$ cat src/hw/rtl/dtf_pkg.sv
package dtf_pkg;

  // Operation codes carried by the operation field of an input item.
  localparam logic [1:0] OP_UPDATE  = 2'd0;
  localparam logic [1:0] OP_EVAL    = 2'd1;
  localparam logic [1:0] OP_RESTART = 2'd2;

  // Configuration register indexes.
  localparam logic [1:0] CFG_PROP_GAIN = 2'd0;
  localparam logic [1:0] CFG_FREQ_GAIN = 2'd1;
  localparam logic [1:0] CFG_NOM_PER   = 2'd2;

  // Fixed formats.
  localparam int TIME_W      = 64;
  localparam int PERIOD_W    = 48;
  localparam int PERIOD_FRAC = 48;
  localparam int GAIN_W      = 32;
  localparam int SCOUNT_W    = 16;
  localparam int OFFSET_W    = 32;
  localparam int CFG_W       = 48;

  // Accumulator of the shared multiplier: 64 x 32 product plus the rounding bit.
  localparam int ACC_W = TIME_W + GAIN_W + 1;

endpackage

$ cat src/hw/rtl/dll_timestamp_filter_unit.sv
// An update item runs the prediction multiply, the error, the radix-2 reciprocal divider
// and the correction and period multiplies before its result; the first update after a
// restart goes straight to its result, an evaluate item runs one multiply and add, and a
// restart gives no result. One item is in work at a time: the block returns to idle as
// the result is written to the output register, and only then takes the next item.
// Reset clears the estimate, the period, the update count and all configuration registers.
module dll_timestamp_filter_unit import dtf_pkg::*; #(
  parameter int COUNT_WIDTH    = 16,
  parameter int TIME_FRAC_BITS = 24,
  parameter int GAIN_FRAC_BITS = 32
) (
  input  logic                       clk_i,
  input  logic                       rst_ni,
  // Configuration write port.
  input  logic                       cfg_we_i,
  input  logic [1:0]                 cfg_index_i,
  input  logic [CFG_W-1:0]           cfg_wdata_i,
  // Input item channel.
  input  logic                       in_valid_i,
  output logic                       in_stall_o,
  input  logic [1:0]                 operation_i,
  input  logic [TIME_W-1:0]          raw_time_i,
  input  logic [SCOUNT_W-1:0]        sample_count_i,
  input  logic signed [OFFSET_W-1:0] eval_offset_i,
  // Result item channel.
  output logic                       out_valid_o,
  input  logic                       out_stall_i,
  output logic [TIME_W-1:0]          time_estimate_o
);

  // Shift amounts of the three scaled products.
  localparam int SH_ADV = PERIOD_FRAC - TIME_FRAC_BITS;  // period * samples -> time
  localparam int SH_COR = GAIN_FRAC_BITS;                // error * phase gain
  localparam int SH_PER = TIME_FRAC_BITS;                // error * frequency gain

  localparam logic [ACC_W-1:0] RND_ADV = ACC_W'(1) << (SH_ADV - 1);
  localparam logic [ACC_W-1:0] RND_COR = ACC_W'(1) << (SH_COR - 1);
  localparam logic [ACC_W-1:0] RND_PER = ACC_W'(1) << (SH_PER - 1);

  // The reciprocal divider works on a dividend of 2^GAIN_FRAC_BITS plus half the count.
  localparam int DIVW  = (GAIN_FRAC_BITS + 1 > COUNT_WIDTH) ? GAIN_FRAC_BITS + 1 : COUNT_WIDTH;
  localparam int DCNTW = $clog2(DIVW);

  localparam logic [COUNT_WIDTH-1:0] COUNT_MAX = {COUNT_WIDTH{1'b1}};
  localparam logic [PERIOD_W-1:0]    PER_MAX   = {PERIOD_W{1'b1}};

  // Sequencer states. Every "_M" state runs the shared multiplier through its steps and
  // every "_A" state passes its product through the shared saturating adder.
  localparam logic [3:0] S_IDLE   = 4'd0;
  localparam logic [3:0] S_ADV_M  = 4'd1;
  localparam logic [3:0] S_PRED   = 4'd2;
  localparam logic [3:0] S_ERR    = 4'd3;
  localparam logic [3:0] S_DIV    = 4'd4;
  localparam logic [3:0] S_GAIN   = 4'd5;
  localparam logic [3:0] S_CORR_M = 4'd6;
  localparam logic [3:0] S_CORR_A = 4'd7;
  localparam logic [3:0] S_DPER_M = 4'd8;
  localparam logic [3:0] S_DPER_A = 4'd9;
  localparam logic [3:0] S_EVAL_M = 4'd10;
  localparam logic [3:0] S_EVAL_A = 4'd11;
  localparam logic [3:0] S_OUT    = 4'd12;

  // Control state.
  logic [3:0]             state_q;
  logic [1:0]             mstep_q;
  logic [DCNTW-1:0]       div_cnt_q;
  logic                   out_valid_q;

  // Loop state and configuration.
  logic [TIME_W-1:0]      est_q;
  logic [PERIOD_W-1:0]    period_q;
  logic [COUNT_WIDTH-1:0] upd_cnt_q;
  logic [GAIN_W-1:0]      prop_gain_q;
  logic [GAIN_W-1:0]      freq_gain_q;

  // Working registers of one item.
  logic [TIME_W-1:0]      raw_q;
  logic [SCOUNT_W-1:0]    scnt_q;
  logic [OFFSET_W-1:0]    off_mag_q;
  logic                   neg_q;
  logic [TIME_W-1:0]      pred_q;
  logic [TIME_W-1:0]      mag_q;
  logic [GAIN_W-1:0]      gain_q;
  logic [63:0]            prod_q;
  logic [ACC_W-1:0]       acc_q;
  logic [COUNT_WIDTH-1:0] rem_q;
  logic [DIVW-1:0]        quo_q;
  logic [TIME_W-1:0]      time_estimate_q;

  logic in_accept;
  logic out_free;
  assign in_accept = in_valid_i && (state_q == S_IDLE);
  // The output register can take a new result when it is empty or being drained.
  assign out_free  = !out_valid_q || !out_stall_i;

  // Count as it stands after an update item is applied; it stops at its maximum.
  logic [COUNT_WIDTH-1:0] upd_cnt_d;
  assign upd_cnt_d = (upd_cnt_q == COUNT_MAX) ? upd_cnt_q : upd_cnt_q + COUNT_WIDTH'(1);

  // Evaluate offset as sign and magnitude; the most negative offset gives 2^31.
  logic [OFFSET_W-1:0] off_mag_d;
  assign off_mag_d = eval_offset_i[OFFSET_W-1] ? OFFSET_W'(-eval_offset_i)
                                                : OFFSET_W'(eval_offset_i);

  // ---------------------------------------------------------------------------
  // Shared multiplier: a 64-bit operand times a 32-bit operand in two 32 x 32 halves.
  // Step 0 forms the low partial product, step 1 seeds the accumulator with it plus the
  // rounding constant while forming the high partial product, step 2 adds the high one.
  // ---------------------------------------------------------------------------
  logic [63:0]      mul_a;
  logic [31:0]      mul_b;
  logic [ACC_W-1:0] mul_rnd;
  logic [31:0]      mul_half;
  logic [63:0]      prod_d;

  always_comb begin
    case (state_q)
      S_CORR_M: begin
        mul_a   = mag_q;
        mul_b   = gain_q;
        mul_rnd = RND_COR;
      end
      S_DPER_M: begin
        mul_a   = mag_q;
        mul_b   = freq_gain_q;
        mul_rnd = RND_PER;
      end
      S_EVAL_M: begin
        mul_a   = 64'(period_q);
        mul_b   = off_mag_q;
        mul_rnd = RND_ADV;
      end
      default: begin
        mul_a   = 64'(period_q);
        mul_b   = 32'(scnt_q);
        mul_rnd = RND_ADV;
      end
    endcase
  end

  assign mul_half = (mstep_q == 2'd0) ? mul_a[31:0] : mul_a[63:32];
  assign prod_d   = mul_half * mul_b;

  // Rounded, shifted and saturated product, read in the state after each multiply.
  logic [TIME_W-1:0] mul_res;
  logic [TIME_W-1:0] ext_adv, ext_cor, ext_per;
  logic              ovf_adv, ovf_cor, ovf_per;

  assign ext_adv = 64'(acc_q >> SH_ADV);
  assign ext_cor = 64'(acc_q >> SH_COR);
  assign ext_per = 64'(acc_q >> SH_PER);
  assign ovf_adv = |(acc_q >> (SH_ADV + TIME_W));
  assign ovf_cor = |(acc_q >> (SH_COR + TIME_W));
  assign ovf_per = |(acc_q >> (SH_PER + TIME_W));

  always_comb begin
    case (state_q)
      S_CORR_A: mul_res = ovf_cor ? {TIME_W{1'b1}} : ext_cor;
      S_DPER_A: mul_res = ovf_per ? {TIME_W{1'b1}} : ext_per;
      default:  mul_res = ovf_adv ? {TIME_W{1'b1}} : ext_adv;
    endcase
  end

  // ---------------------------------------------------------------------------
  // Shared saturating adder: base plus or minus the product, clamped to zero below and
  // to either the full time range or the period range above.
  // ---------------------------------------------------------------------------
  logic [TIME_W-1:0] add_base;
  logic              add_neg;
  logic              add_lim_per;
  logic [TIME_W:0]   add_sum;
  logic [TIME_W:0]   add_dif;
  logic [TIME_W-1:0] add_res;

  always_comb begin
    case (state_q)
      S_PRED: begin
        add_base    = est_q;
        add_neg     = 1'b0;
        add_lim_per = 1'b0;
      end
      S_CORR_A: begin
        add_base    = pred_q;
        add_neg     = neg_q;
        add_lim_per = 1'b0;
      end
      S_DPER_A: begin
        add_base    = 64'(period_q);
        add_neg     = neg_q;
        add_lim_per = 1'b1;
      end
      default: begin
        add_base    = est_q;
        add_neg     = neg_q;
        add_lim_per = 1'b0;
      end
    endcase
  end

  assign add_sum = {1'b0, add_base} + {1'b0, mul_res};
  assign add_dif = {1'b0, add_base} - {1'b0, mul_res};

  always_comb begin
    if (add_neg) begin
      add_res = add_dif[TIME_W] ? '0 : add_dif[TIME_W-1:0];
    end else if (add_lim_per) begin
      add_res = (|add_sum[TIME_W:PERIOD_W]) ? 64'(PER_MAX) : add_sum[TIME_W-1:0];
    end else begin
      add_res = add_sum[TIME_W] ? {TIME_W{1'b1}} : add_sum[TIME_W-1:0];
    end
  end

  // Prediction error as sign and magnitude.
  logic [TIME_W:0]   err_dif;
  logic [TIME_W-1:0] err_mag;
  assign err_dif = {1'b0, raw_q} - {1'b0, pred_q};
  assign err_mag = err_dif[TIME_W] ? pred_q - raw_q : err_dif[TIME_W-1:0];

  // ---------------------------------------------------------------------------
  // Restoring divider for the 1/count gain, one quotient bit per cycle. The dividend is
  // shifted out of the top of the quotient register as quotient bits enter at the bottom.
  // ---------------------------------------------------------------------------
  logic [DIVW-1:0]        div_dividend;
  logic [COUNT_WIDTH:0]   div_trial;
  logic                   div_ge;
  logic [COUNT_WIDTH:0]   div_sub;
  logic [COUNT_WIDTH-1:0] rem_d;

  assign div_dividend = (DIVW'(1) << GAIN_FRAC_BITS) + DIVW'(upd_cnt_q >> 1);
  assign div_trial    = {rem_q, quo_q[DIVW-1]};
  assign div_ge       = div_trial >= {1'b0, upd_cnt_q};
  assign div_sub      = div_trial - {1'b0, upd_cnt_q};
  assign rem_d        = div_ge ? div_sub[COUNT_WIDTH-1:0] : div_trial[COUNT_WIDTH-1:0];

  // Loop gain: the larger of the phase gain and the rounded reciprocal of the count.
  logic [GAIN_W-1:0] inv_gain;
  logic              inv_sat;
  logic [GAIN_W-1:0] gain_d;
  assign inv_gain = GAIN_W'(quo_q);
  assign inv_sat  = 64'(quo_q) > 64'({GAIN_W{1'b1}});
  assign gain_d   = inv_sat ? {GAIN_W{1'b1}}
                  : ((prop_gain_q > inv_gain) ? prop_gain_q : inv_gain);

  // ---------------------------------------------------------------------------
  // Sequencer and loop state.
  // ---------------------------------------------------------------------------
  always_ff @(posedge clk_i or negedge rst_ni) begin
    if (!rst_ni) begin
      state_q     <= S_IDLE;
      mstep_q     <= 2'd0;
      div_cnt_q   <= '0;
      out_valid_q <= 1'b0;
      est_q       <= '0;
      period_q    <= '0;
      upd_cnt_q   <= '0;
      prop_gain_q <= '0;
      freq_gain_q <= '0;
    end else begin
      // The output register fills when a result is ready and empties when it is taken.
      if (out_free && (state_q inside {S_OUT, S_EVAL_A})) begin
        out_valid_q <= 1'b1;
      end else if (out_valid_q && !out_stall_i) begin
        out_valid_q <= 1'b0;
      end

      if (cfg_we_i) begin
        case (cfg_index_i)
          CFG_PROP_GAIN: prop_gain_q <= cfg_wdata_i[GAIN_W-1:0];
          CFG_FREQ_GAIN: freq_gain_q <= cfg_wdata_i[GAIN_W-1:0];
          CFG_NOM_PER:   period_q    <= cfg_wdata_i[PERIOD_W-1:0];
          default: ;
        endcase
      end

      case (state_q)
        S_IDLE: begin
          if (in_valid_i) begin
            case (operation_i)
              OP_UPDATE: begin
                upd_cnt_q <= upd_cnt_d;
                if (upd_cnt_d == COUNT_WIDTH'(1)) begin
                  // First update after a restart loads the estimate as measured.
                  est_q   <= raw_time_i;
                  state_q <= S_OUT;
                end else begin
                  state_q <= S_ADV_M;
                end
              end
              OP_EVAL:    state_q   <= S_EVAL_M;
              OP_RESTART: upd_cnt_q <= '0;
              default: ;
            endcase
          end
        end
        S_ADV_M, S_CORR_M, S_DPER_M, S_EVAL_M: begin
          if (mstep_q == 2'd2) begin
            mstep_q <= 2'd0;
            case (state_q)
              S_ADV_M:  state_q <= S_PRED;
              S_CORR_M: state_q <= S_CORR_A;
              S_DPER_M: state_q <= S_DPER_A;
              default:  state_q <= S_EVAL_A;
            endcase
          end else begin
            mstep_q <= mstep_q + 2'd1;
          end
        end
        S_PRED: state_q <= S_ERR;
        S_ERR: begin
          div_cnt_q <= DCNTW'(DIVW - 1);
          state_q   <= S_DIV;
        end
        S_DIV: begin
          if (div_cnt_q == '0) begin
            state_q <= S_GAIN;
          end else begin
            div_cnt_q <= div_cnt_q - DCNTW'(1);
          end
        end
        S_GAIN: state_q <= S_CORR_M;
        S_CORR_A: begin
          est_q   <= add_res;
          state_q <= S_DPER_M;
        end
        S_DPER_A: begin
          period_q <= add_res[PERIOD_W-1:0];
          state_q  <= S_OUT;
        end
        S_EVAL_A: begin
          if (out_free) begin
            state_q <= S_IDLE;
          end
        end
        S_OUT: begin
          if (out_free) begin
            state_q <= S_IDLE;
          end
        end
        default: state_q <= S_IDLE;
      endcase
    end
  end

  // Working registers; they carry no reset since the sequencer qualifies every use.
  always_ff @(posedge clk_i) begin
    if (in_accept) begin
      raw_q     <= raw_time_i;
      scnt_q    <= sample_count_i;
      off_mag_q <= off_mag_d;
      neg_q     <= eval_offset_i[OFFSET_W-1];
    end

    case (state_q)
      S_ADV_M, S_CORR_M, S_DPER_M, S_EVAL_M: begin
        prod_q <= prod_d;
        if (mstep_q == 2'd1) begin
          acc_q <= ACC_W'(prod_q) + mul_rnd;
        end else if (mstep_q == 2'd2) begin
          acc_q <= acc_q + (ACC_W'(prod_q) << 32);
        end
      end
      S_PRED: pred_q <= add_res;
      S_ERR: begin
        neg_q <= err_dif[TIME_W];
        mag_q <= err_mag;
        rem_q <= '0;
        quo_q <= div_dividend;
      end
      S_DIV: begin
        rem_q <= rem_d;
        quo_q <= {quo_q[DIVW-2:0], div_ge};
      end
      S_GAIN: gain_q <= gain_d;
      S_EVAL_A: begin
        if (out_free) begin
          time_estimate_q <= add_res;
        end
      end
      S_OUT: begin
        if (out_free) begin
          time_estimate_q <= est_q;
        end
      end
      default: ;
    endcase
  end

  assign in_stall_o      = (state_q != S_IDLE);
  assign out_valid_o     = out_valid_q;
  assign time_estimate_o = time_estimate_q;

endmodule

$ cat config.mk
export PLATFORM = sky130hd
export DESIGN_NAME = dll_timestamp_filter_unit
export DESIGN_NICKNAME = d
export VERILOG_FILES = /design/src/hw/rtl/dtf_pkg.sv /design/src/hw/rtl/dll_timestamp_filter_unit.sv
export SDC_FILE = /design/constraint.sdc
export NUM_CORES = 2
export LEC_CHECK = 0
export ABC_AREA = 1
export BUFFER_PORTS_ARGS = -buffer_cell sky130_fd_sc_hd__buf_2
export CORE_ASPECT_RATIO = 2
export CORE_UTILIZATION = 55
export DETAILED_ROUTE_END_ITERATION = 16
export GPL_TIMING_DRIVEN = 0
export PLACE_DENSITY_LB_ADDON = 0.2
export SLEW_MARGIN = 25
export SYNTH_ARGS = -nofsm -noshare
export SYNTH_HDL_FRONTEND = slang
export SYNTH_SLANG_ARGS = --single-unit
$ cat constraint.sdc
create_clock -name clk_i -period 9.03 [get_ports clk_i]
set_clock_uncertainty 0.05 [all_clocks]
set_input_delay 0.4515 -clock clk_i [delete_from_list [all_inputs] [get_ports clk_i]]
set_output_delay 0.4515 -clock clk_i [all_outputs]
set_load 0.02 [all_outputs]
==> results of run 1 <==
-- stage by stage --
stage	util, %	worst slack, ps	setup TNS, ps
after floorplan	-	900.7	0
after CTS	62.58	-23.67	-40.64
after detailed placement	58.46	-3769	-106430
after global placement	57.89	-3662	-277630
-- timing repair --
item	in CTS
endpoints found under the hold margin	148
pin swaps	95
endpoints found under the setup margin	50
cloned	1
gates resized for setup	709
hold buffers	87
setup buffers	121
-- per-layer routing --
metal  GRT usage [%]  overflow
met5           31.88        27
met4           88.02      1348
met3           63.90       180
met2           104.0      3784
met1           76.52        89
-- Yosys cell counts, types with 85 or more instances --
master                     number  area [um2]
sky130_fd_sc_hd__o211ai_1      94       705.7
sky130_fd_sc_hd__nor2_1      1416        5315
sky130_fd_sc_hd__a31oi_1      121       757.0
sky130_fd_sc_hd__fa_1         902       18060
sky130_fd_sc_hd__clkbuf_1     285        1070
sky130_fd_sc_hd__or2_2         92       575.6
sky130_fd_sc_hd__nor3_1        85       425.4
sky130_fd_sc_hd__nand3_1      251        1256
sky130_fd_sc_hd__buf_2        107       535.5
sky130_fd_sc_hd__inv_1       2215        8314
sky130_fd_sc_hd__a21oi_1      704        3523
sky130_fd_sc_hd__ha_1         639        7995
sky130_fd_sc_hd__o21ai_0      626        3133
sky130_fd_sc_hd__dfrtp_1      205        5130
sky130_fd_sc_hd__nand2_1     2538        9527
sky130_fd_sc_hd__xor2_1       210        1839
sky130_fd_sc_hd__edfxtp_1     523       15710
-- cell families after synthesis --
kind of cell / Yosys count / share of synthesized area (%)
simple gates: 4583 / 20.45
compound gates: 2038 / 13.11
buf+inv: 2718 / 11.57
fa+ha+maj: 1541 / 28.88
flops: 728 / 23.10
mux: 9 / 0.09988
xor+xnor: 287 / 2.787
==> impl_summary.txt, run 1 <==
----------------------------------------------------
[Synth]
  Synthesized instance count ... 11900
  YS warnings ... 0
  Proportion of register bits with asynchronous set or reset after synthesis ... between 20% and 30%
  Mapped Nets ... roughly 14000
  EDFF count, synth ... 523
  Synth unique cells ... 64
  Most common flop cell mapped by yosys ... sky130_fd_sc_hd__edfxtp_1
  Synthesis-stage register bit count ... ~730
  Sequential cell area fraction in the yosys report ... between 20% and 30%
  Total standard cell area after synthesis ... ~90000 um2
  Post-synthesis area per instance ... roughly 7.6 um2

[Status]
  Error message ... [ERROR GRT-0116] Global routing finished with congestion. Check the congestion regions in the DRC Viewer.
  Result of the run ... aborted with a tool error
  Terminating stage of the flow ... 5_1_grt

[CTS]
  Maximum buffer depth of the clock tree ... 3
  Clk sink count ... about 730
  Root Buffer Master ... sky130_fd_sc_hd__clkbuf_16
  H-tree levels ... 2
  CTS Buf Count ... 61

[Placed design]
  Total instance count after detailed placement ... 14280
  Sum of net half-perimeters after detailed placement ... roughly 420000 um
  Placed cell area ... about 95000 um2
  Buffers on Ports ... between 200 and 250
  Final weighted congestion in routability-driven placement ... between 1 and 1.5

[Floorplan]
  Number of placed I/O pins ... ~240
  Die extent in x ... approximately 290 um
  Initial cell density of the core ... a little under three fifths
  Die H ... 574.7 um
  Number of core rows ... ~210

[Global routing]
  Vias in the first global route ... 118600
  Largest net degree at the start of global routing ... between 90 and 100
  Total overflow reported by the global router ... 5428
  Wire length of the first global-routing pass ... approximately 1000000 um
  Global-route usage over all layers ... 82.07%

----------------------------------------------------
==> run 2: changes to the inputs <==
- CORE_ASPECT_RATIO: 2 -> default
- CORE_UTILIZATION: 55 -> 40
- PLACE_DENSITY_LB_ADDON: 0.2 -> 0.15
==> impl_summary.txt, run 2 <==
----------------------------------------------------
[Routing]
  Sum of routed wire length over all layers ... around 490000 um
  Antenna Violating Nets Remaining ... 0
  Detailed-route DRC error count ... 0
  Starting DRT DRC Count ... 12220
  Number of vias in the routed layout ... between 80000 and 90000
  1st-pass router iterations ... 7
  Average vias per placed instance ... approximately 5.7
  DR WL/cell ... roughly 31 um

[Synth]
  Biggest area consumer among synthesized cells ... sky130_fd_sc_hd__fa_1
  Sequential cell area fraction in the yosys report ... 23.10%
  Synthesis-stage register bit count ... approximately 730
  Synthesized instance count ... approximately 12000
  Area share of the largest cell type after synthesis ... between 20% and 30%
  Post-synthesis area per instance ... about 7.6 um2
  Most common flop cell mapped by yosys ... sky130_fd_sc_hd__edfxtp_1
  Leading post-synthesis cells by cell area ... sky130_fd_sc_hd__fa_1, sky130_fd_sc_hd__edfxtp_1, sky130_fd_sc_hd__nand2_1
  YS warnings ... 0
  Commonest cells post-synth ... sky130_fd_sc_hd__nand2_1, sky130_fd_sc_hd__inv_1, sky130_fd_sc_hd__nor2_1, sky130_fd_sc_hd__fa_1, sky130_fd_sc_hd__a21oi_1
  EDFF count, synth ... 523
  Proportion of register bits with asynchronous set or reset after synthesis ... 28.16%
  Synth unique cells ... 64
  Most common cell in the synthesized netlist ... sky130_fd_sc_hd__nand2_1
  Total standard cell area after synthesis ... 90200 um2
  Mapped Nets ... 13610

[Setup path]
  Crit Path Class ... flip-flop to flip-flop
  Largest delay share family, worst path ... adder cells
  Top cell by count, worst path ... sky130_fd_sc_hd__nand2_2
  Slowest stage cell, crit path ... sky130_fd_sc_hd__fa_2
  Delay of the slowest cell on the worst path ... about 700 ps
  Worst Path Buf+Inv ... 9
  CP max FO ... 10
  Setup crit end kind ... flip-flop
  Data arrival time at the worst-slack endpoint ... between 10000 and 15000 ps
  Req. time, crit path ... approximately 9600 ps
  Type of origin of the critical path ... flip-flop

[Timing]
  Max Freq ... ~110 MHz
  Final hold vios ... 0
  Setup Total Neg Slack ... -6438 ps
  Period Utilization, post-route ... 105.4%
  Final worst slack ... -485.6 ps
  Unrepaired setup endpoints after global routing ... yes
  Final slew viol count ... 0
  Worst-margin pin slew ... 1214 ps
  Worst slew margin ... between 10% and 20%
  Min Clock Period, post-route ... between 9000 and 10000 ps
  Number of setup violations in the final report ... 32

[Global routing]
  Wire length of the first global-routing pass ... around 660000 um
  Number of antenna violations at the first check in global routing ... 40
  Global-route usage over all layers ... approximately two fifths
  Vias in the first global route ... about 85000
  Total overflow reported by the global router ... 0
  Largest net degree at the start of global routing ... 65

[CTS]
  H-tree levels ... 3
  Maximum buffer depth of the clock tree ... 3
  CTS Buf Count ... 86
  Clock-pin slew reported for the worst setup and hold paths after clock tree synthesis ... ~70 ps
  Root Buffer Master ... sky130_fd_sc_hd__clkbuf_16
  TritonCTS clock tree ... done
  Clock insertion delay at the later pin of the skew report ... 790 ps
  Clk sink count ... around 730

[Placed design]
  Final weighted congestion in routability-driven placement ... 1.109
  Placement-stage worst setup slack ... -2863 ps
  Placed cell area ... between 90000 and 100000 um2
  Sum of net half-perimeters after detailed placement ... approximately 420000 um
  Buffers on Ports ... ~230

[Status]
  Result of the run ... complete, but fails checks
  Violated checks ... negative setup slack

[Layout]
  Fillers ... between 20000 and 25000
  Storage element area ... between 20000 and 25000 um2
  Commonest non-fill, non-tap cell in the layout ... sky130_fd_sc_hd__nand2_1
  Final cell area excluding filler cells ... about 100000 um2
  Final core utilization ... between 40% and 50%
  Flip-flop count of the largest register after layout ... 73
  Top library cells by usage in the layout, fill and taps aside ... sky130_fd_sc_hd__nand2_1, sky130_fd_sc_hd__inv_1, sky130_fd_sc_hd__nor2_1, sky130_fd_sc_hd__fa_1, sky130_fd_sc_hd__a21oi_1
  Area used by multi-input combinational logic ... between 60000 and 70000 um2
  Largest register by flop count ... acc_q
  Share of final-layout standard cells stronger than drive strength 1 ... between 10% and 20%
  Layout Area Growth over Synthesis ... 15.87%
  Layout Nets ... about 14000

[Floorplan]
  Initial cell density of the core ... between 40 and 50%
  Die extent in x ... between 400 and 500 um
  Full die area ... between 200000 and 250000 um2
  Number of core rows ... about 170
  Placeable core area ... about 220000 um2
  Die H ... between 400 and 500 um
  Number of placed I/O pins ... 235

[Worst hold path]
  Worst hold path class ... primary input to flip-flop

[Job]
  Max_cap viols ... 0

----------------------------------------------------
run 2: cell counts after synthesis:
No cell type changed its count.
run 2: metal layers:
layer  track usage (%)  vias to the layer above  share of wire, %
met5                 0                        -             0.030
met4             18.39                       20               5.4
met3             14.82                      794                13
met2             56.92                     5382                39
met1             58.68                    44290                42
li1                  -                    38830                 -
run 2: final timing paths:
check | from | endpoint | slack [ps] | depth (start not counted)
worst max-delay path | state_q[1] | prod_q[63] | -490 | 38
worst min-delay path | cfg_wdata_i[32] | period_q[32] | 20 | 3
worst max register to register | state_q[1] | prod_q[63] | -490 | 38
worst min register to register | est_q[57] | est_q[57] | 430 | 2
max in group asynchronous | rst_ni | period_q[20] | 7370 | 5
min in group asynchronous | rst_ni | out_valid_o | 80 | 2
run 2: tightest hold or removal path, cell delays in order:
cell	delay, ps
sky130_fd_sc_hd__buf_2	150
sky130_fd_sc_hd__nand3_1	90
sky130_fd_sc_hd__nand3_1	70
run 2: cell families after synthesis:
group	after synthesis	share of synthesized area (%)
DFF	728	23.10
adders and majority gates	1541	28.88
and+or+nand+nor	4583	20.45
buffers and inverters	2718	11.57
xor gates and xnor gates	287	2.787
AOI/OAI and AO/OA	2038	13.11
muxes	9	0.09988
run 2: final cells by class:
type / count / area share, %
inverters: 2289 / 8.320
diodes: 24 / 0.05746
plain buffers: 423 / 2.518
multi-input cells: 8458 / 58.72
flip-flops and latches: 728 / 19.94
well taps: 2975 / 3.561
clock buffers: 109 / 2.219
repair buffers: 509 / 3.941
clock inverters: 53 / 0.7254
run 2: what timing repair did:
action	in CTS	in global routing
cloned	1	2
pin swaps	63	115
hold buffers	108	0
gates resized for setup	541	283
endpoints found under the setup margin	55	57
buffers inserted	66	40
hold endpoints to repair	197	0
run 2: per-stage QoR:
stage | hold slack, ps | cells
floorplan | 105.9 | 11900
global placement | 414.0 | 15110
detailed placement | 276.2 | 15170
CTS | 1.014 | 15500
global route | 7.237 | 15550
finish | 23.40 | 15570
Power of run 2 is left out: the tool's default activity adds up to more than one toggle a clock period on the data nets, which glitch-free logic cannot reach.
